$ cat config.mk
export PLATFORM = sky130hd
export DESIGN_NAME = countdown_timer_controller_flat
export DESIGN_NICKNAME = d
export VERILOG_FILES = /design/src/rtl/core/cdt_pkg.sv /design/src/rtl/core/cdt_evt_if.sv /design/src/rtl/core/cdt_res_if.sv /design/src/rtl/core/countdown_timer_controller.sv /design/src/rtl/core/cdt_regs.sv /design/src/rtl/core/cdt_core.sv /design/src/flat_wrapper.sv
export SDC_FILE = /design/constraint.sdc
export NUM_CORES = 1
export LEC_CHECK = 0
export ABC_CLOCK_PERIOD_IN_PS = 9500
export BUFFER_PORTS_ARGS = -buffer_cell sky130_fd_sc_hd__buf_2
export CAP_MARGIN = 20
export CELL_PAD_IN_SITES_DETAIL_PLACEMENT = 2
export CELL_PAD_IN_SITES_GLOBAL_PLACEMENT = 2
export CORE_MARGIN = 2
export CORE_UTILIZATION = 36
export CTS_CLUSTER_DIAMETER = 60
export CTS_CLUSTER_SIZE = 12
export DETAILED_ROUTE_END_ITERATION = 16
export GPL_ROUTABILITY_DRIVEN = 0
export PLACE_DENSITY_LB_ADDON = 0.15
export SLEW_MARGIN = 5
export SYNTH_ARGS = -nofsm -noshare
export SYNTH_HDL_FRONTEND = slang
export SYNTH_HIERARCHICAL = 1
export SYNTH_SLANG_ARGS = --single-unit
$ cat constraint.sdc
create_clock -name i_clk -period 9.5 [get_ports i_clk]
set_input_delay 0.95 -clock i_clk [delete_from_list [all_inputs] [get_ports i_clk]]
set_output_delay 0.95 -clock i_clk [all_outputs]
set_load 0.005 [all_outputs]
$ cat src/rtl/core/cdt_pkg.sv
// ----------------------------------------------------------------------------
// Countdown timer package
// Shared types, constants and digit helpers for the countdown timer block.
// ----------------------------------------------------------------------------
`default_nettype none

package cdt_pkg;

    localparam int unsigned HOURS_W = 7;
    localparam int unsigned MIN_W   = 6;
    localparam int unsigned SEC_W   = 6;
    localparam int unsigned DIGIT_W = 4;
    localparam int unsigned PADDR_W = 3;
    localparam int unsigned PDATA_W = 32;

    localparam logic [HOURS_W-1:0] HOURS_MAX   = 7'd99;
    localparam logic [HOURS_W-1:0] LIMIT_RESET = 7'd59;
    localparam logic [MIN_W-1:0]   UNIT_MAX    = 6'd59;
    localparam logic [DIGIT_W-1:0] DIGIT_BLANK = 4'd10;
    localparam logic [DIGIT_W-1:0] DIGIT_MAX   = 4'd9;

    // Word index of the configuration register (byte address bit 2).
    localparam logic REG_HOURS_LIMIT = 1'b0;

    typedef enum logic [1:0] {
        OP_TICK   = 2'd0,
        OP_SNOOZE = 2'd1,
        OP_UP     = 2'd2,
        OP_DOWN   = 2'd3
    } t_op;

    typedef struct packed {
        logic [HOURS_W-1:0] h;
        logic [MIN_W-1:0]   m;
        logic [SEC_W-1:0]   s;
    } t_hms;

    localparam t_hms HMS_RESET = '{h: 7'd0, m: 6'd1, s: 6'd0};
    localparam t_hms HMS_ZERO  = '{h: 7'd0, m: 6'd0, s: 6'd0};

    // One input beat as held in the input stage.
    typedef struct packed {
        t_op  op;
        logic set_mode;
    } t_evt;

    // One result beat.
    typedef struct packed {
        logic [DIGIT_W-1:0] digit_one;
        logic [DIGIT_W-1:0] digit_two;
        logic [DIGIT_W-1:0] digit_three;
        logic [DIGIT_W-1:0] digit_four;
        logic               colon_on;
        logic               hours_view;
        logic               running;
        logic               expired;
        logic               start_beep;
    } t_res;

    // Tens digit of a value up to 99: multiply by 205/2048.
    function automatic logic [DIGIT_W-1:0] tens_of(input logic [HOURS_W-1:0] v);
        logic [14:0] prod;
        prod = 15'(v) * 15'd205;
        return prod[14:11];
    endfunction

    function automatic logic [DIGIT_W-1:0] ones_of(input logic [HOURS_W-1:0] v);
        logic [HOURS_W-1:0] tens;
        logic [HOURS_W-1:0] rem;
        tens = {3'b000, tens_of(v)};
        rem  = v - 7'(tens * 7'd10);
        return rem[DIGIT_W-1:0];
    endfunction

endpackage

`default_nettype wire

$ cat src/rtl/core/cdt_evt_if.sv
// ----------------------------------------------------------------------------
// Countdown timer event channel
// Valid/ready channel that carries one tick or button press per beat.
// ----------------------------------------------------------------------------
`default_nettype none

interface cdt_evt_if;
    logic         valid;
    logic         ready;
    cdt_pkg::t_op op;
    logic         set_mode;

    modport source (output valid, output op, output set_mode, input ready);
    modport sink   (input valid, input op, input set_mode, output ready);
endinterface

`default_nettype wire

$ cat src/rtl/core/cdt_res_if.sv
// ----------------------------------------------------------------------------
// Countdown timer result channel
// Valid/ready channel that carries display digits and status bits per beat.
// ----------------------------------------------------------------------------
`default_nettype none

interface cdt_res_if;
    logic                          valid;
    logic                          ready;
    logic [cdt_pkg::DIGIT_W-1:0]   digit_one;
    logic [cdt_pkg::DIGIT_W-1:0]   digit_two;
    logic [cdt_pkg::DIGIT_W-1:0]   digit_three;
    logic [cdt_pkg::DIGIT_W-1:0]   digit_four;
    logic                          colon_on;
    logic                          hours_view;
    logic                          running;
    logic                          expired;
    logic                          start_beep;

    modport source (
        output valid, output digit_one, output digit_two, output digit_three,
        output digit_four, output colon_on, output hours_view, output running,
        output expired, output start_beep, input ready
    );
    modport sink (
        input valid, input digit_one, input digit_two, input digit_three,
        input digit_four, input colon_on, input hours_view, input running,
        input expired, input start_beep, output ready
    );
endinterface

`default_nettype wire

$ cat src/rtl/core/countdown_timer_controller.sv
// ----------------------------------------------------------------------------
// Countdown timer controller
// Hours/minutes/seconds countdown with preset editing and a four-digit view.
// ----------------------------------------------------------------------------
// The block takes one event beat per cycle while results are taken: a
// one-second tick or a snooze, up or down press, sampled together with the
// set-mode switch level. Every event beat yields exactly one result beat
// with four display digits and status bits. An event first lands in an
// input register; once the result register is free, the core updates
// count, preset and flags and loads the result register, and a new event
// can be accepted in that same cycle. The result register and the input
// register together decouple the two channels: while a result waits, one
// more event is taken and held. The hours limit register sits at byte
// address 0 of the APB-style port; it resets to 59, and values above 99
// behave as 99. It should only be written while no event is in flight.
`default_nettype none

module countdown_timer_controller (
    input  wire logic                          i_clk,
    input  wire logic                          i_rst_n,
    cdt_evt_if.sink                            i_evt,
    cdt_res_if.source                          o_res,
    input  wire logic                          psel,
    input  wire logic                          penable,
    input  wire logic                          pwrite,
    input  wire logic [cdt_pkg::PADDR_W-1:0]   paddr,
    input  wire logic [cdt_pkg::PDATA_W-1:0]   pwdata,
    output logic      [cdt_pkg::PDATA_W-1:0]   prdata,
    output logic                               pready
);

    logic                        r_in_valid;
    cdt_pkg::t_evt               r_in;
    logic                        r_out_valid;
    logic                        w_advance;
    logic                        w_in_ready;
    logic [cdt_pkg::HOURS_W-1:0] w_hours_limit;
    cdt_pkg::t_res               w_res;

    cdt_regs u_regs (
        .i_clk         (i_clk),
        .i_rst_n       (i_rst_n),
        .psel          (psel),
        .penable       (penable),
        .pwrite        (pwrite),
        .paddr         (paddr),
        .pwdata        (pwdata),
        .prdata        (prdata),
        .pready        (pready),
        .o_hours_limit (w_hours_limit)
    );

    // The held event moves into the core whenever the result register is
    // empty or its beat is taken this cycle.
    assign w_advance  = r_in_valid && (!r_out_valid || o_res.ready);
    assign w_in_ready = !r_in_valid || w_advance;
    assign i_evt.ready = w_in_ready;

    always_ff @(posedge i_clk) begin
        if (!i_rst_n) begin
            r_in_valid <= 1'b0;
        end else if (i_evt.valid && w_in_ready) begin
            r_in_valid <= 1'b1;
        end else if (w_advance) begin
            r_in_valid <= 1'b0;
        end
    end

    always_ff @(posedge i_clk) begin
        if (i_evt.valid && w_in_ready) begin
            r_in.op       <= i_evt.op;
            r_in.set_mode <= i_evt.set_mode;
        end
    end

    always_ff @(posedge i_clk) begin
        if (!i_rst_n) begin
            r_out_valid <= 1'b0;
        end else if (w_advance) begin
            r_out_valid <= 1'b1;
        end else if (o_res.ready) begin
            r_out_valid <= 1'b0;
        end
    end

    cdt_core u_core (
        .i_clk         (i_clk),
        .i_rst_n       (i_rst_n),
        .i_en          (w_advance),
        .i_evt         (r_in),
        .i_hours_limit (w_hours_limit),
        .o_res         (w_res)
    );

    assign o_res.valid       = r_out_valid;
    assign o_res.digit_one   = w_res.digit_one;
    assign o_res.digit_two   = w_res.digit_two;
    assign o_res.digit_three = w_res.digit_three;
    assign o_res.digit_four  = w_res.digit_four;
    assign o_res.colon_on    = w_res.colon_on;
    assign o_res.hours_view  = w_res.hours_view;
    assign o_res.running     = w_res.running;
    assign o_res.expired     = w_res.expired;
    assign o_res.start_beep  = w_res.start_beep;

endmodule

`default_nettype wire

$ cat src/rtl/core/cdt_regs.sv
// ----------------------------------------------------------------------------
// Countdown timer configuration registers
// APB-style register file holding the hours limit.
// ----------------------------------------------------------------------------
`default_nettype none

module cdt_regs (
    input  wire logic                          i_clk,
    input  wire logic                          i_rst_n,
    input  wire logic                          psel,
    input  wire logic                          penable,
    input  wire logic                          pwrite,
    input  wire logic [cdt_pkg::PADDR_W-1:0]   paddr,
    input  wire logic [cdt_pkg::PDATA_W-1:0]   pwdata,
    output logic      [cdt_pkg::PDATA_W-1:0]   prdata,
    output logic                               pready,
    output logic      [cdt_pkg::HOURS_W-1:0]   o_hours_limit
);

    logic [cdt_pkg::HOURS_W-1:0] r_hours_limit;
    logic                        w_sel_limit;

    // Word addressing: the byte offset within the word is ignored.
    assign w_sel_limit = (paddr[2] == cdt_pkg::REG_HOURS_LIMIT);

    always_ff @(posedge i_clk) begin
        if (!i_rst_n) begin
            r_hours_limit <= cdt_pkg::LIMIT_RESET;
        end else if (psel && penable && pwrite && pready && w_sel_limit) begin
            r_hours_limit <= pwdata[cdt_pkg::HOURS_W-1:0];
        end
    end

    always_comb begin
        prdata = '0;
        if (w_sel_limit) begin
            prdata = {{(cdt_pkg::PDATA_W-cdt_pkg::HOURS_W){1'b0}}, r_hours_limit};
        end
    end

    assign pready        = 1'b1;
    assign o_hours_limit = r_hours_limit;

endmodule

`default_nettype wire

$ cat src/rtl/core/cdt_core.sv
// ----------------------------------------------------------------------------
// Countdown timer core
// Count, preset and flag state with a registered update and result register.
// ----------------------------------------------------------------------------
`default_nettype none

module cdt_core (
    input  wire logic                         i_clk,
    input  wire logic                         i_rst_n,
    input  wire logic                         i_en,
    input  wire cdt_pkg::t_evt                i_evt,
    input  wire logic [cdt_pkg::HOURS_W-1:0]  i_hours_limit,
    output cdt_pkg::t_res                     o_res
);

    cdt_pkg::t_hms r_count, n_count;
    cdt_pkg::t_hms r_preset, n_preset;
    logic          r_run, n_run;
    logic          r_unit, n_unit;
    logic          r_colon, n_colon;
    cdt_pkg::t_res r_res, n_res;

    cdt_pkg::t_hms         w_ticked;
    cdt_pkg::t_hms         w_view;
    logic [cdt_pkg::HOURS_W-1:0] w_lim;
    logic                  w_expired;
    logic                  w_beep;

    // Add one minute or one second, carrying upward; hours stop at the limit.
    function automatic cdt_pkg::t_hms step_up(input cdt_pkg::t_hms t, input logic by_min,
                                              input logic [cdt_pkg::HOURS_W-1:0] lim);
        cdt_pkg::t_hms r;
        logic          carry;
        r     = t;
        carry = 1'b1;
        if (!by_min) begin
            if (t.s == cdt_pkg::UNIT_MAX) begin
                r.s = '0;
            end else begin
                r.s   = t.s + 6'd1;
                carry = 1'b0;
            end
        end
        if (carry) begin
            if (t.m == cdt_pkg::UNIT_MAX) begin
                r.m = '0;
                r.h = (t.h >= lim) ? lim : t.h + 7'd1;
            end else begin
                r.m = t.m + 6'd1;
            end
        end
        return r;
    endfunction

    // Subtract one minute or one second with borrow; a value below one
    // step with nothing to borrow from is left alone.
    function automatic cdt_pkg::t_hms step_down(input cdt_pkg::t_hms t, input logic by_min);
        cdt_pkg::t_hms r;
        r = t;
        if (!by_min && t.s != '0) begin
            r.s = t.s - 6'd1;
        end else if (t.m == '0 && t.h == '0) begin
            r = t;
        end else begin
            if (t.m == '0) begin
                r.h = t.h - 7'd1;
                r.m = cdt_pkg::UNIT_MAX;
            end else begin
                r.m = t.m - 6'd1;
            end
            r.s = by_min ? t.s : cdt_pkg::UNIT_MAX;
        end
        return r;
    endfunction

    assign w_lim    = (i_hours_limit > cdt_pkg::HOURS_MAX) ? cdt_pkg::HOURS_MAX : i_hours_limit;
    assign w_ticked = step_down(r_count, 1'b0);

    always_comb begin
        n_count   = r_count;
        n_preset  = r_preset;
        n_run     = r_run;
        n_unit    = r_unit;
        n_colon   = r_colon;
        w_expired = 1'b0;
        w_beep    = 1'b0;
        unique case (i_evt.op)
            cdt_pkg::OP_TICK: begin
                n_colon = !r_colon;
                if (r_run) begin
                    if (w_ticked == cdt_pkg::HMS_ZERO) begin
                        n_run     = 1'b0;
                        n_count   = r_preset;
                        w_expired = 1'b1;
                    end else begin
                        n_count = w_ticked;
                    end
                end
            end
            cdt_pkg::OP_SNOOZE: begin
                if (i_evt.set_mode) begin
                    n_unit = !r_unit;
                end else begin
                    n_run  = !r_run;
                    w_beep = !r_run;
                end
            end
            cdt_pkg::OP_UP: begin
                if (i_evt.set_mode) begin
                    n_preset = step_up(r_preset, r_unit, w_lim);
                end else begin
                    n_run   = 1'b0;
                    n_count = r_preset;
                end
            end
            cdt_pkg::OP_DOWN: begin
                if (i_evt.set_mode) begin
                    n_preset = step_down(r_preset, r_unit);
                end
            end
            default: begin
            end
        endcase
    end

    // Display digits come from the state after this beat's update.
    assign w_view = i_evt.set_mode ? n_preset : n_count;

    always_comb begin
        if (n_unit) begin
            n_res.digit_one   = (w_view.h > 7'd9) ? cdt_pkg::tens_of(w_view.h)
                                                   : cdt_pkg::DIGIT_BLANK;
            n_res.digit_two   = cdt_pkg::ones_of(w_view.h);
            n_res.digit_three = cdt_pkg::tens_of({1'b0, w_view.m});
            n_res.digit_four  = cdt_pkg::ones_of({1'b0, w_view.m});
        end else begin
            n_res.digit_one   = cdt_pkg::tens_of({1'b0, w_view.m});
            n_res.digit_two   = cdt_pkg::ones_of({1'b0, w_view.m});
            n_res.digit_three = cdt_pkg::tens_of({1'b0, w_view.s});
            n_res.digit_four  = cdt_pkg::ones_of({1'b0, w_view.s});
        end
        n_res.colon_on   = n_colon;
        n_res.hours_view = n_unit;
        n_res.running    = n_run;
        n_res.expired    = w_expired;
        n_res.start_beep = w_beep;
    end

    always_ff @(posedge i_clk) begin
        if (!i_rst_n) begin
            r_count  <= cdt_pkg::HMS_RESET;
            r_preset <= cdt_pkg::HMS_RESET;
            r_run    <= 1'b0;
            r_unit   <= 1'b0;
            r_colon  <= 1'b0;
        end else if (i_en) begin
            r_count  <= n_count;
            r_preset <= n_preset;
            r_run    <= n_run;
            r_unit   <= n_unit;
            r_colon  <= n_colon;
        end
    end

    always_ff @(posedge i_clk) begin
        if (i_en) begin
            r_res <= n_res;
        end
    end

    assign o_res = r_res;

endmodule

`default_nettype wire

$ cat src/flat_wrapper.sv
// flat-port wrapper written by rule: the top's interface ports become plain ports
module countdown_timer_controller_flat 
  (i_clk, i_rst_n, psel, penable, pwrite, paddr, pwdata, prdata, pready, i_evt_valid, i_evt_op, i_evt_set_mode, i_evt_ready, o_res_valid, o_res_digit_one, o_res_digit_two, o_res_digit_three, o_res_digit_four, o_res_colon_on, o_res_hours_view, o_res_running, o_res_expired, o_res_start_beep, o_res_ready);
  cdt_evt_if i_evt_i ();
  cdt_res_if o_res_i ();
  input  wire logic i_clk;
  input  wire logic i_rst_n;
  input  wire logic psel;
  input  wire logic penable;
  input  wire logic pwrite;
  input  wire logic [cdt_pkg::PADDR_W-1:0] paddr;
  input  wire logic [cdt_pkg::PDATA_W-1:0] pwdata;
  output logic      [cdt_pkg::PDATA_W-1:0] prdata;
  output logic pready;
  input wire logic [$bits(i_evt_i.valid)-1:0] i_evt_valid;
  input wire logic [$bits(i_evt_i.op)-1:0] i_evt_op;
  input wire logic [$bits(i_evt_i.set_mode)-1:0] i_evt_set_mode;
  output wire logic [$bits(i_evt_i.ready)-1:0] i_evt_ready;
  output wire logic [$bits(o_res_i.valid)-1:0] o_res_valid;
  output wire logic [$bits(o_res_i.digit_one)-1:0] o_res_digit_one;
  output wire logic [$bits(o_res_i.digit_two)-1:0] o_res_digit_two;
  output wire logic [$bits(o_res_i.digit_three)-1:0] o_res_digit_three;
  output wire logic [$bits(o_res_i.digit_four)-1:0] o_res_digit_four;
  output wire logic [$bits(o_res_i.colon_on)-1:0] o_res_colon_on;
  output wire logic [$bits(o_res_i.hours_view)-1:0] o_res_hours_view;
  output wire logic [$bits(o_res_i.running)-1:0] o_res_running;
  output wire logic [$bits(o_res_i.expired)-1:0] o_res_expired;
  output wire logic [$bits(o_res_i.start_beep)-1:0] o_res_start_beep;
  input wire logic [$bits(o_res_i.ready)-1:0] o_res_ready;
  assign i_evt_i.valid = i_evt_valid;
  assign i_evt_i.op = i_evt_op;
  assign i_evt_i.set_mode = i_evt_set_mode;
  assign i_evt_ready = i_evt_i.ready;
  assign o_res_valid = o_res_i.valid;
  assign o_res_digit_one = o_res_i.digit_one;
  assign o_res_digit_two = o_res_i.digit_two;
  assign o_res_digit_three = o_res_i.digit_three;
  assign o_res_digit_four = o_res_i.digit_four;
  assign o_res_colon_on = o_res_i.colon_on;
  assign o_res_hours_view = o_res_i.hours_view;
  assign o_res_running = o_res_i.running;
  assign o_res_expired = o_res_i.expired;
  assign o_res_start_beep = o_res_i.start_beep;
  assign o_res_i.ready = o_res_ready;
  countdown_timer_controller u_core (.i_clk(i_clk), .i_rst_n(i_rst_n), .i_evt(i_evt_i), .o_res(o_res_i), .psel(psel), .penable(penable), .pwrite(pwrite), .paddr(paddr), .pwdata(pwdata), .prdata(prdata), .pready(pready));
endmodule
==> results of run 1 <==
metrics by stage:
stage	power (mW)	instance area [um2]	std cells	utilization	hold slack, ps
4_1_cts	1.24	9780	1480	0.392	538
6_report	1.22	9780	1480	0.392	533
3_3_place_gp	0.867	9500	1464	0.381	512
5_1_grt	1.32	9780	1480	0.392	554
3_5_place_dp	0.889	9500	1464	0.381	527
2_1_floorplan	0.737	9150	1160	-	457
kinds of logic after synthesis:
| kind of cell | count (synthesis) |
|---|---|
| other | 3 |
| adder cells (fa/ha/maj) | 127 |
| AO/OA/AOI/OAI | 312 |
| buffers and inverters | 196 |
| AND/OR/NAND/NOR | 356 |
| XOR/XNOR | 27 |
| multiplexers | 42 |
| flip-flops | 73 |
worst register-to-register path: cells and delay by family (launching register included):
family                   cells  cell delay [ps]
flip-flops                   1              400
AO/OA/AOI/OAI                5             1390
multiplexers                 2              730
AND/OR/NAND/NOR              6             1890
adder cells (fa/ha/maj)      8             2880
XOR/XNOR                     3              790
buffers and inverters        4              380
cell type report:
cell class | instances | area [um2]
clock buffers | 10 | 239
repair buffers | 71 | 418
multi-input cells | 891 | 6610
fillers | 2913 | 15200
clock inverters | 6 | 40.0
flip-flops and latches | 73 | 1690
inverters | 99 | 372
well taps | 330 | 413
Yosys cell counts (8+ instances only):
master	n	area, um2
sky130_fd_sc_hd__a211oi_1	18	135
sky130_fd_sc_hd__a21o_1	8	60.1
sky130_fd_sc_hd__a21oi_1	72	360
sky130_fd_sc_hd__a31oi_1	19	119
sky130_fd_sc_hd__and2_1	8	50.1
sky130_fd_sc_hd__buf_4	27	203
sky130_fd_sc_hd__clkbuf_1	58	218
sky130_fd_sc_hd__dfxtp_1	50	1000
sky130_fd_sc_hd__edfxtp_1	23	691
sky130_fd_sc_hd__fa_1	23	460
sky130_fd_sc_hd__ha_1	104	1300
sky130_fd_sc_hd__inv_1	96	360
sky130_fd_sc_hd__mux2i_1	35	350
sky130_fd_sc_hd__nand2_1	76	285
sky130_fd_sc_hd__nand3_1	24	120
sky130_fd_sc_hd__nand4_1	19	119
sky130_fd_sc_hd__nor2_1	98	368
sky130_fd_sc_hd__nor2b_1	20	125
sky130_fd_sc_hd__nor3_1	27	135
sky130_fd_sc_hd__nor4_1	15	93.8
sky130_fd_sc_hd__o211ai_1	8	60.1
sky130_fd_sc_hd__o21a_1	14	105
sky130_fd_sc_hd__o21ai_0	64	320
sky130_fd_sc_hd__o31ai_1	10	75.1
sky130_fd_sc_hd__or2_2	8	50.1
sky130_fd_sc_hd__xnor2_1	15	131
sky130_fd_sc_hd__xor2_1	8	70.1
sequential cells by signal, indices dropped and copies added (netlist names):
name,count
u_core/u_core/o_res,20
u_core/u_core/r_count,19
u_core/u_core/r_preset,19
u_core/u_regs/o_hours_limit,7
u_core/r_in,3
u_core/o_res.valid,1
u_core/r_in_valid,1
u_core/u_core/r_colon,1
u_core/u_core/r_run,1
u_core/u_core/r_unit,1
cell usage in the layout (no fill, tap or decap), types with 8 or more instances in the layout:
cell,n
sky130_fd_sc_hd__and2_1,8
sky130_fd_sc_hd__o31ai_1,10
sky130_fd_sc_hd__a21oi_1,72
sky130_fd_sc_hd__nor4_1,15
sky130_fd_sc_hd__o21ai_0,64
sky130_fd_sc_hd__edfxtp_1,23
sky130_fd_sc_hd__nand4_1,19
sky130_fd_sc_hd__nor3_1,27
sky130_fd_sc_hd__o21a_1,14
sky130_fd_sc_hd__nand3_1,24
sky130_fd_sc_hd__inv_1,96
sky130_fd_sc_hd__nor2_1,98
sky130_fd_sc_hd__a211oi_1,18
sky130_fd_sc_hd__ha_1,104
sky130_fd_sc_hd__xnor2_1,15
sky130_fd_sc_hd__clkbuf_16,9
sky130_fd_sc_hd__fa_1,23
sky130_fd_sc_hd__a31oi_1,19
sky130_fd_sc_hd__or2_2,8
sky130_fd_sc_hd__nor2b_1,19
sky130_fd_sc_hd__o211ai_1,8
sky130_fd_sc_hd__dfxtp_1,50
sky130_fd_sc_hd__a21o_1,8
sky130_fd_sc_hd__buf_4,25
sky130_fd_sc_hd__conb_1,27
sky130_fd_sc_hd__xor2_1,8
sky130_fd_sc_hd__mux2i_1,35
sky130_fd_sc_hd__nand2_1,76
sky130_fd_sc_hd__buf_2,46
power by group:
group | internal (mW) | leakage, nW | switching, mW
Sequential | 0.346 | 0.626 | 0.0253
Clock | 0.185 | 0.140 | 0.158
Combinational | 0.202 | 3.52 | 0.306
layer usage:
metal / routed length (um) / share of wire / vias to the layer above / track usage
li1: - / - / 4094 / -
met1: 15900 / 0.48 / 4340 / 0.359
met2: 15500 / 0.46 / 188 / 0.438
met3: 1180 / 0.035 / 43 / 0.0232
met4: 792 / 0.024 / 0 / 0.0784
met5: 0 / 0 / - / 0
how the worst max path moves through the flow:
stage                         startpoint                      end  slack (ps)  cells after the start
2_1_floorplan   u_core/u_core/r_count[0]  u_core/u_core/o_res[16]        2240                     29
3_3_place_gp   u_core/u_core/r_count[12]  u_core/u_core/o_res[16]         850                     28
3_5_place_dp   u_core/u_core/r_count[12]  u_core/u_core/o_res[16]         690                     28
4_1_cts        u_core/u_core/r_count[12]  u_core/u_core/o_res[16]         580                     28
5_1_grt        u_core/u_core/r_count[12]   u_core/u_core/o_res[8]         130                     31
6_report       u_core/u_core/r_count[12]  u_core/u_core/o_res[16]         800                     28
repair_timing:
| action | in CTS | in global routing |
|---|---|---|
| hold buffers | 0 | 0 |
| endpoints found under the setup margin | 0 | 2 |
| resized for setup | 0 | 1 |
==> load_flow_metrics.sql, run 1 <==
INSERT INTO impl_metrics (metric_group, metric, value, unit) VALUES
('run_status', 'status', 'finished, final reports clean', ''),
('grt', 'antenna_found_initial', '0', ''),
('yosys', 'synth-edff-count', '23', ''),
('route', 'route.final.wire_length', '33400', 'um'),
('floorplanning', 'placeableCoreArea', '25000', 'um2'),
('yosys', 'synthAdderAreaFrac', '0.194', ''),
('yosys', 'synth.ff_latch_count', '73', ''),
('worst_setup_path', 'number_of_cell_instances_on_the_worst_register_to_register_path', '28', ''),
('finish', 'number_of_nets_in_the_layout', '1317', ''),
('hold_path', 'worst_hold_startpoint', 'u_core/o_res.valid', ''),
('grt', 'global_route_wire_length_before_repair', '54000', 'um'),
('yosys', 'synth_compound_area_frac', '0.236', ''),
('hold_path', 'min_path_cells', '2', ''),
('worst_setup_path', 'crit-reg2reg-capture', 'u_core/u_core/o_res[16]', ''),
('worst_setup_path', 'cp-end-kind', 'register', ''),
('route', 'detail_route.drc_violations', '0', ''),
('route', 'drt_pass1_iterations', '7', ''),
('worst_setup_path', 'worst-path-buf-inv', '4', ''),
('clock_tree', 'cts_made_buffers', '9', ''),
('clock_tree', 'ctsRootBufferMaster', 'sky130_fd_sc_hd__clkbuf_16', ''),
('floorplanning', 'dieArea', '26500', 'um2'),
('clock_tree', 'tritoncts_num_sinks', '73', ''),
('grt', 'grt_overflow_total', '0', ''),
('worst_setup_path', 'cp_slowest_stage_delay', '630', 'ps'),
('yosys', 'synth-xor-area-share', '0.0327', ''),
('timing', 'finalSetupTns', '0', 'ps'),
('timing', 'timing.final.setup_violations', '0', ''),
('floorplanning', 'rows', '58', ''),
('yosys', 'synth-async-reset-ratio', '0', ''),
('worst_setup_path', 'cp.arrival', '8800', 'ps'),
('power', 'ir_drop', '0.0712', 'mV'),
('route', 'route.antenna.remaining_nets', '0', ''),
('timing', 'finalHoldViolations', '0', ''),
('job', 'drv_cap', '0', ''),
('worst_setup_path', 'regToRegSetupSlack', '800', 'ps'),
('timing', 'worst-slew-pin-transition', '952', 'ps'),
('finish', 'synthesis_to_layout_area_growth', '8.00', '%'),
('worst_setup_path', 'cp_data_required_time', '9600', 'ps'),
('worst_setup_path', 'worst_path_dominant_cell_family', 'adder cells', ''),
('yosys', 'most_used_flip_flop_cell_after_synthesis', 'sky130_fd_sc_hd__dfxtp_1', ''),
('timing', 'final.setup_skew', '6.67', 'ps'),
('yosys', 'syn-mean-instance-area', '7.98', 'um2'),
('grt', 'grt_start_max_net_pins', '51', ''),
('timing', 'max_freq', '0.115', 'GHz'),
('hold_path', 'worstHoldPathType', 'reg -> reg', ''),
('route', 'drt_iter0_drc', '619', ''),
('yosys', 'synth.lib_cells_used.distinct', '97', ''),
('grt', 'grt_pass1_vias', '9362', ''),
('timing', 'period_share', '0.916', ''),
('worst_setup_path', 'type_of_the_setup_path_with_the_least_slack', 'reg -> reg', ''),
('route', 'dr_vias_cell', '5.85', ''),
('clock_tree', 'clk_transition_reported_paths', '70', 'ps'),
('route', 'wire_per_inst', '22.6', 'um'),
('worst_setup_path', 'critical_path.slowest_cell', 'sky130_fd_sc_hd__mux2i_1', ''),
('timing', 'final_critical_path_setup_slack', '799', 'ps'),
('yosys', 'syn_area', '9060', 'um2'),
('clock_tree', 'clock_latency', '350', 'ps'),
('floorplanning', 'dieWidth', '163', 'um'),
('yosys', 'synth_cells', '1136', ''),
('floorplanning', 'pin_count', '101', ''),
('yosys', 'multiplexer_share_of_the_synthesized_area', '0.0474', ''),
('worst_setup_path', 'sort_of_element_at_the_start_of_the_critical_path', 'register', ''),
('yosys', 'seq_area_frac_synth', '0.187', ''),
('timing', 'timing.max_slew.rel_slack', '0.363', ''),
('place', 'dp.final_hpwl', '25500', 'um'),
('clock_tree', 'h_tree_level_count', '3', ''),
('yosys', 'synthesis.yosys.warnings', '6', ''),
('hold_path', 'hold-path-endpoint', 'u_core/r_in_valid', ''),
('clock_tree', 'cts.repair_timing.setup_buffer_count', '0', ''),
('worst_setup_path', 'path_common_cell', 'sky130_fd_sc_hd__ha_1', ''),
('power', 'power.density', '125', 'nW/um2');
Power figures use the tool's default switching activity.
==> inputs of run 2 (changes only) <==
Settings changed: PLACE_DENSITY set to 0.85, PLACE_DENSITY_LB_ADDON 0.15 to not set.
==> run 2 against run 1 <==
  * Clock skew rose by 4.2 ps
  * Worst hold slack got worse by 3.6 ps
  * Sequential power rose by 1%
  * Global-route usage rose by 0.57 points
  * Register-to-register slack got worse by 310 ps
  * First-iteration DRC count fell by 11%
  * Maximum frequency fell by 3.4%
  * Cell count fell by 0.54%
  * Sequential cell count did not move
  * Critical path type unchanged
  * Critical endpoint is now u_core/u_core/o_res[8]
  * Largest cell class unchanged
  * Largest power group unchanged
==> load_flow_metrics.sql, run 2 (synthesized netlist as in run 1, its figures left out) <==
INSERT INTO impl_metrics (metric_group, metric, value, unit) VALUES
('run_status', 'status', 'finished, final reports clean', ''),
('power', 'p_leak', '4.27', 'nW'),
('route', 'detail_route.drc_violations', '0', ''),
('route', 'wire_per_inst', '23.6', 'um'),
('finish', 'fillerInstances', '2916', ''),
('timing', 'finalSetupTns', '0', 'ps'),
('floorplanning', 'placeableCoreArea', '25000', 'um2'),
('worst_setup_path', 'cp-end-kind', 'register', ''),
('timing', 'finalHoldViolations', '0', ''),
('power', 'power', '1.30', 'mW'),
('worst_setup_path', 'sort_of_element_at_the_start_of_the_critical_path', 'register', ''),
('clock_tree', 'cts.repair_timing.setup_buffer_count', '0', ''),
('power', 'p_comb_frac', '0.404', ''),
('timing', 'period_share', '0.949', ''),
('route', 'route.final.wire_length', '34800', 'um'),
('worst_setup_path', 'type_of_the_setup_path_with_the_least_slack', 'reg -> reg', ''),
('floorplanning', 'rows', '58', ''),
('finish', 'synthesis_to_layout_area_growth', '7.95', '%'),
('job', 'drv_cap', '0', ''),
('worst_setup_path', 'regToRegSetupSlack', '490', 'ps'),
('worst_setup_path', 'crit-reg2reg-capture', 'u_core/u_core/o_res[8]', ''),
('worst_setup_path', 'critical_path.slowest_cell', 'sky130_fd_sc_hd__a2111oi_0', ''),
('clock_tree', 'cts_tree', 'done', ''),
('finish', 'final_design_area_no_fill', '9780', 'um2'),
('timing', 'timing.final.setup_violations', '0', ''),
('clock_tree', 'ctsRootBufferMaster', 'sky130_fd_sc_hd__clkbuf_16', ''),
('floorplanning', 'dieArea', '26500', 'um2'),
('clock_tree', 'clk_transition_reported_paths', '70', 'ps'),
('clock_tree', 'cts_made_buffers', '9', ''),
('worst_setup_path', 'cp_data_required_time', '9610', 'ps'),
('timing', 'final.setup_skew', '10.9', 'ps'),
('worst_setup_path', 'cp_slowest_stage_delay', '590', 'ps'),
('power', 'internal_power', '0.789', 'mW'),
('grt', 'grt_pass1_vias', '9674', ''),
('power', 'p_sw', '0.508', 'mW'),
('hold_path', 'worstHoldPathType', 'reg -> reg', ''),
('place', 'dp.final_hpwl', '25700', 'um'),
('finish', 'num_antenna_cells', '0', ''),
('worst_setup_path', 'path_common_cell', 'sky130_fd_sc_hd__inv_1', ''),
('power', 'power.density', '133', 'nW/um2'),
('timing', 'worst-slew-pin-transition', '1030', 'ps'),
('route', 'route.antenna.remaining_nets', '0', ''),
('timing', 'final_critical_path_setup_slack', '489', 'ps'),
('timing', 'max_freq', '0.111', 'GHz'),
('finish', 'final_common_cell', 'sky130_fd_sc_hd__ha_1', ''),
('grt', 'antenna_found_initial', '0', ''),
('timing', 'period_minus_slack', '9010', 'ps'),
('hold_path', 'min_path_cells', '2', ''),
('power', 'power.share.sequential', '0.290', ''),
('finish', 'number_of_nets_in_the_layout', '1309', ''),
('finish', 'ff_latch_area', '1690', 'um2'),
('finish', 'most-common-layout-cells', 'sky130_fd_sc_hd__ha_1 (104), sky130_fd_sc_hd__nor2_1 (98), sky130_fd_sc_hd__inv_1 (96)', ''),
('route', 'drt_pass1_iterations', '5', ''),
('route', 'dr_vias_cell', '6.09', ''),
('clock_tree', 'deepest_clock_path_buffer_count', '2', ''),
('worst_setup_path', 'cp.arrival', '9120', 'ps'),
('grt', 'grt_overflow_total', '0', ''),
('grt', 'grt_util_all_layers', '0.268', ''),
('finish', 'largest_reg_flops', '20', ''),
('place', 'io_buffer_count', '46', ''),
('finish', 'multi_input_gate_area_in_the_final_layout', '6610', 'um2'),
('power', 'pwr-share-clk', '0.306', ''),
('grt', 'grt_start_max_net_pins', '48', ''),
('floorplanning', 'floorplan.initialDensity', '0.363', ''),
('floorplanning', 'pin_count', '101', ''),
('worst_setup_path', 'critical_path_peak_fanout', '12', ''),
('clock_tree', 'ctsHoldBuffers', '0', ''),
('power', 'ir_drop', '0.0841', 'mV'),
('timing', 'timing.max_slew.rel_slack', '0.308', ''),
('route', 'drt_iter0_drc', '551', ''),
('floorplanning', 'dieWidth', '163', 'um'),
('place', 'placement.setup.worst_slack', '501', 'ps'),
('grt', 'global_route_wire_length_before_repair', '55200', 'um'),
('finish', 'post_route_cells_drive_above_1_share', '0.109', ''),
('clock_tree', 'tritoncts_num_sinks', '73', ''),
('place', 'dpl_cell_area', '9440', 'um2'),
('worst_setup_path', 'number_of_cell_instances_on_the_worst_register_to_register_path', '31', ''),
('timing', 'rsz_0062_raised_after_global_routing', 'false', ''),
('power', 'p_sw_frac', '0.392', ''),
('timing', 'slew_viol_final', '0', ''),
('hold_path', 'worst_hold_startpoint', 'u_core/u_regs/o_hours_limit[2]', ''),
('hold_path', 'hold-path-endpoint', 'u_core/u_regs/o_hours_limit[2]', ''),
('clock_tree', 'h_tree_level_count', '3', ''),
('worst_setup_path', 'worst_r2r_startpoint', 'u_core/u_core/r_count[12]', ''),
('floorplanning', 'die_height', '163', 'um'),
('clock_tree', 'clock_latency', '370', 'ps'),
('route', 'vias', '8962', '');
==> run 2: cell type report <==
type / instances / area share
Sequential cell: 73 / 0.173
Multi-Input combinational cell: 891 / 0.676
Timing Repair Buffer: 63 / 0.0366
Clock inverter: 4 / 0.00576
Tap cell: 330 / 0.0422
Inverter: 99 / 0.0380
Clock buffer: 12 / 0.0285
==> run 2: timing repair <==
action / 4_1_cts / 5_1_grt
gates resized for setup: 0 / 1
endpoints found under the hold margin: 0 / 0
endpoints found under the setup margin: 0 / 2
==> run 2: routing by layer <==
layer | vias up | global-route usage | part of all wire
met5 | - | 0 | 0
met4 | 0 | 0.104 | 0.032
met3 | 73 | 0.0390 | 0.046
met2 | 247 | 0.461 | 0.49
met1 | 4572 | 0.338 | 0.43
li1 | 4070 | - | -
==> run 2: worst max-delay path by stage <==
stage | endpoint | start
after floorplan | u_core/u_core/o_res[16] | u_core/u_core/r_count[0]
after global placement | u_core/u_core/o_res[16] | u_core/u_core/r_count[12]
after detailed placement | u_core/u_core/o_res[8] | u_core/u_core/r_count[12]
after CTS | u_core/u_core/o_res[8] | u_core/u_core/r_count[12]
after global routing | u_core/u_core/o_res[8] | u_core/u_core/r_count[12]
final | u_core/u_core/o_res[8] | u_core/u_core/r_count[12]
==> run 2: worst max-delay path, delay by kind of cell (launching register included) <==
kind	cells	cell delay, ps
buf+inv	4	440
mux	2	510
xor+xnor	4	960
fa+ha+maj	6	2330
flops	1	400
compound gates	8	1890
simple gates	7	2180
==> run 2: metrics by stage <==
| stage | hold slack, ps | utilization | cells |
|---|---|---|---|
| after global placement | 481 | 0.378 | 1455 |
| after CTS | 525 | 0.391 | 1471 |
| after global routing | 558 | 0.392 | 1472 |
| final | 529 | 0.392 | 1472 |
| after detailed placement | 516 | 0.378 | 1455 |
| after floorplan | 457 | - | 1160 |
==> run 2: power groups by stage <==
stage	Clock (mW)	Sequential [mW]	Combinational [mW]
global route	0.412	0.379	0.582
detailed placement	0	0.381	0.516
CTS	0.401	0.375	0.526
global placement	0	0.380	0.477
floorplan	0	0.362	0.374
finish	0.397	0.376	0.525
==> inputs of run 3 (changes only) <==
Settings changed: RECOVER_POWER set to 100.
==> run 3 against run 2 <==
  * Highest routed layer unchanged
  * The run now ends with max-capacitance violations, max-slew violations left
  * Die area stayed put
  * Core utilization is 0.23 points lower
  * Worst hold slack better by 3.4 ps
  * Largest power group unchanged
==> load_flow_metrics.sql, run 3 (synthesized netlist as in run 1, its figures left out) <==
INSERT INTO impl_metrics (metric_group, metric, value, unit) VALUES
('job', 'drv_cap', '3', ''),
('route', 'vias', '8942', ''),
('floorplanning', 'dieWidth', '163', 'um'),
('run_status', 'failing_checks', 'max-capacitance violations, max-slew violations', ''),
('timing', 'timing.final.setup_violations', '0', ''),
('worst_setup_path', 'cp_slowest_stage_delay', '590', 'ps'),
('timing', 'rsz_0062_raised_after_global_routing', 'false', ''),
('timing', 'max_freq', '0.111', 'GHz'),
('floorplanning', 'rows', '58', ''),
('power', 'p_leak', '4.21', 'nW'),
('timing', 'final.setup_skew', '10.3', 'ps'),
('clock_tree', 'h_tree_level_count', '3', ''),
('finish', 'fin_cells', '1472', ''),
('floorplanning', 'pin_count', '101', ''),
('finish', 'num_antenna_cells', '0', ''),
('clock_tree', 'cts_tree', 'done', ''),
('timing', 'period_minus_slack', '9000', 'ps'),
('clock_tree', 'clock_latency', '360', 'ps'),
('route', 'drt_pass1_iterations', '6', ''),
('grt', 'antenna_found_initial', '0', ''),
('worst_setup_path', 'cp.arrival', '9080', 'ps'),
('place', 'io_buffer_count', '46', ''),
('route', 'dr_vias_cell', '6.07', ''),
('worst_setup_path', 'sort_of_element_at_the_start_of_the_critical_path', 'register', ''),
('grt', 'grt_pass1_vias', '9674', ''),
('clock_tree', 'deepest_clock_path_buffer_count', '2', ''),
('finish', 'number_of_nets_in_the_layout', '1309', ''),
('floorplanning', 'placeableCoreArea', '25000', 'um2'),
('timing', 'finalHoldViolations', '0', ''),
('power', 'power.density', '133', 'nW/um2'),
('finish', 'synthesis_to_layout_area_growth', '7.33', '%'),
('worst_setup_path', 'cp_data_required_time', '9570', 'ps'),
('worst_setup_path', 'cp-end-kind', 'register', ''),
('run_status', 'status', 'complete, but fails checks', ''),
('finish', 'post_route_cells_drive_above_1_share', '0.0876', ''),
('timing', 'timing.max_slew.rel_slack', '-0.909', ''),
('worst_setup_path', 'critical_path_peak_fanout', '12', ''),
('clock_tree', 'cts_made_buffers', '9', ''),
('route', 'drt_iter0_drc', '596', ''),
('clock_tree', 'tritoncts_num_sinks', '73', ''),
('clock_tree', 'clk_transition_reported_paths', '70', 'ps'),
('grt', 'global_route_wire_length_before_repair', '55200', 'um'),
('place', 'dp.final_hpwl', '25700', 'um'),
('floorplanning', 'dieArea', '26500', 'um2'),
('place', 'dp.cells', '1455', ''),
('worst_setup_path', 'regToRegSetupSlack', '500', 'ps'),
('timing', 'worst-slew-pin-transition', '2860', 'ps'),
('hold_path', 'worstHoldPathType', 'reg -> reg', ''),
('route', 'route.antenna.remaining_nets', '0', ''),
('route', 'route.final.wire_length', '34800', 'um'),
('worst_setup_path', 'path_common_cell', 'sky130_fd_sc_hd__inv_1', ''),
('route', 'detail_route.drc_violations', '0', ''),
('timing', 'period_share', '0.948', ''),
('clock_tree', 'ctsRootBufferMaster', 'sky130_fd_sc_hd__clkbuf_16', ''),
('floorplanning', 'floorplan.initialDensity', '0.363', ''),
('grt', 'grt_overflow_total', '0', ''),
('floorplanning', 'die_height', '163', 'um'),
('timing', 'finalSetupTns', '0', 'ps'),
('worst_setup_path', 'critical_path.slowest_cell', 'sky130_fd_sc_hd__a2111oi_0', ''),
('grt', 'grt_start_max_net_pins', '48', ''),
('finish', 'final_common_cell', 'sky130_fd_sc_hd__ha_1', ''),
('power', 'ir_drop', '0.0827', 'mV'),
('finish', 'largest_reg_flops', '20', ''),
('route', 'wire_per_inst', '23.6', 'um'),
('timing', 'slew_viol_final', '112', ''),
('finish', 'most-common-layout-cells', 'sky130_fd_sc_hd__ha_1 (104), sky130_fd_sc_hd__nor2_1 (98), sky130_fd_sc_hd__inv_1 (96)', ''),
('worst_setup_path', 'type_of_the_setup_path_with_the_least_slack', 'reg -> reg', ''),
('grt', 'grt_util_all_layers', '0.268', '');
==> run 3: metrics by stage <==
step | hold slack (ps) | power [mW] | setup slack, ps | instance area, um2 | utilization
floorplan | 457 | 0.737 | 2240 | 9150 | -
global placement | 481 | 0.856 | 1020 | 9440 | 0.378
detailed placement | 516 | 0.897 | 501 | 9440 | 0.378
CTS | 525 | 1.30 | 434 | 9770 | 0.391
global route | 560 | 1.37 | 42.3 | 9720 | 0.390
finish | 533 | 1.29 | 498 | 9720 | 0.390
==> run 3: cell type report <==
cell class / count / area, um2
clock buffers: 12 / 279
clock inverters: 4 / 56.3
inverters: 99 / 372
fillers: 2940 / 15200
repair buffers: 63 / 318
well taps: 330 / 413
multi-input cells: 891 / 6600
flip-flops and latches: 73 / 1690
==> run 3: path summary, 6_finish.rpt <==
path / from / end / depth (start not counted)
worst min register to register: u_core/u_regs/o_hours_limit[2] / u_core/u_regs/o_hours_limit[2] / 2
worst max-delay path: u_core/u_core/r_count[12] / u_core/u_core/o_res[8] / 31
worst min-delay path: u_core/u_regs/o_hours_limit[2] / u_core/u_regs/o_hours_limit[2] / 2
worst max register to register: u_core/u_core/r_count[12] / u_core/u_core/o_res[8] / 31
==> run 3: what timing repair did <==
action,4_1_cts,5_1_grt
endpoints found under the setup margin,0,2
setup buffers,0,0
hold buffers,0,0
resized for setup,0,1
==> run 3: worst max-delay path, delay by kind of cell (launching register included) <==
family / cells / cell delay (ps)
adders and majority gates: 6 / 2330
muxes: 2 / 520
xor gates and xnor gates: 4 / 990
AOI/OAI and AO/OA: 8 / 1870
buffers and inverters: 4 / 450
DFF: 1 / 390
and+or+nand+nor: 7 / 2170
==> run 3: layer usage <==
| layer | track usage | vias up | wire length (um) |
|---|---|---|---|
| li1 | - | 4073 | - |
| met4 | 0.104 | 0 | 1150 |
| met5 | 0 | - | 0 |
| met1 | 0.338 | 4511 | 14700 |
| met2 | 0.461 | 286 | 17100 |
| met3 | 0.0390 | 72 | 1820 |
==> run 3: power breakdown <==
group          internal (mW)  switching [mW]  total, mW
registers              0.347          0.0294      0.376
logic                  0.203           0.318      0.522
clock network          0.237           0.158      0.396
total                  0.787           0.506       1.29
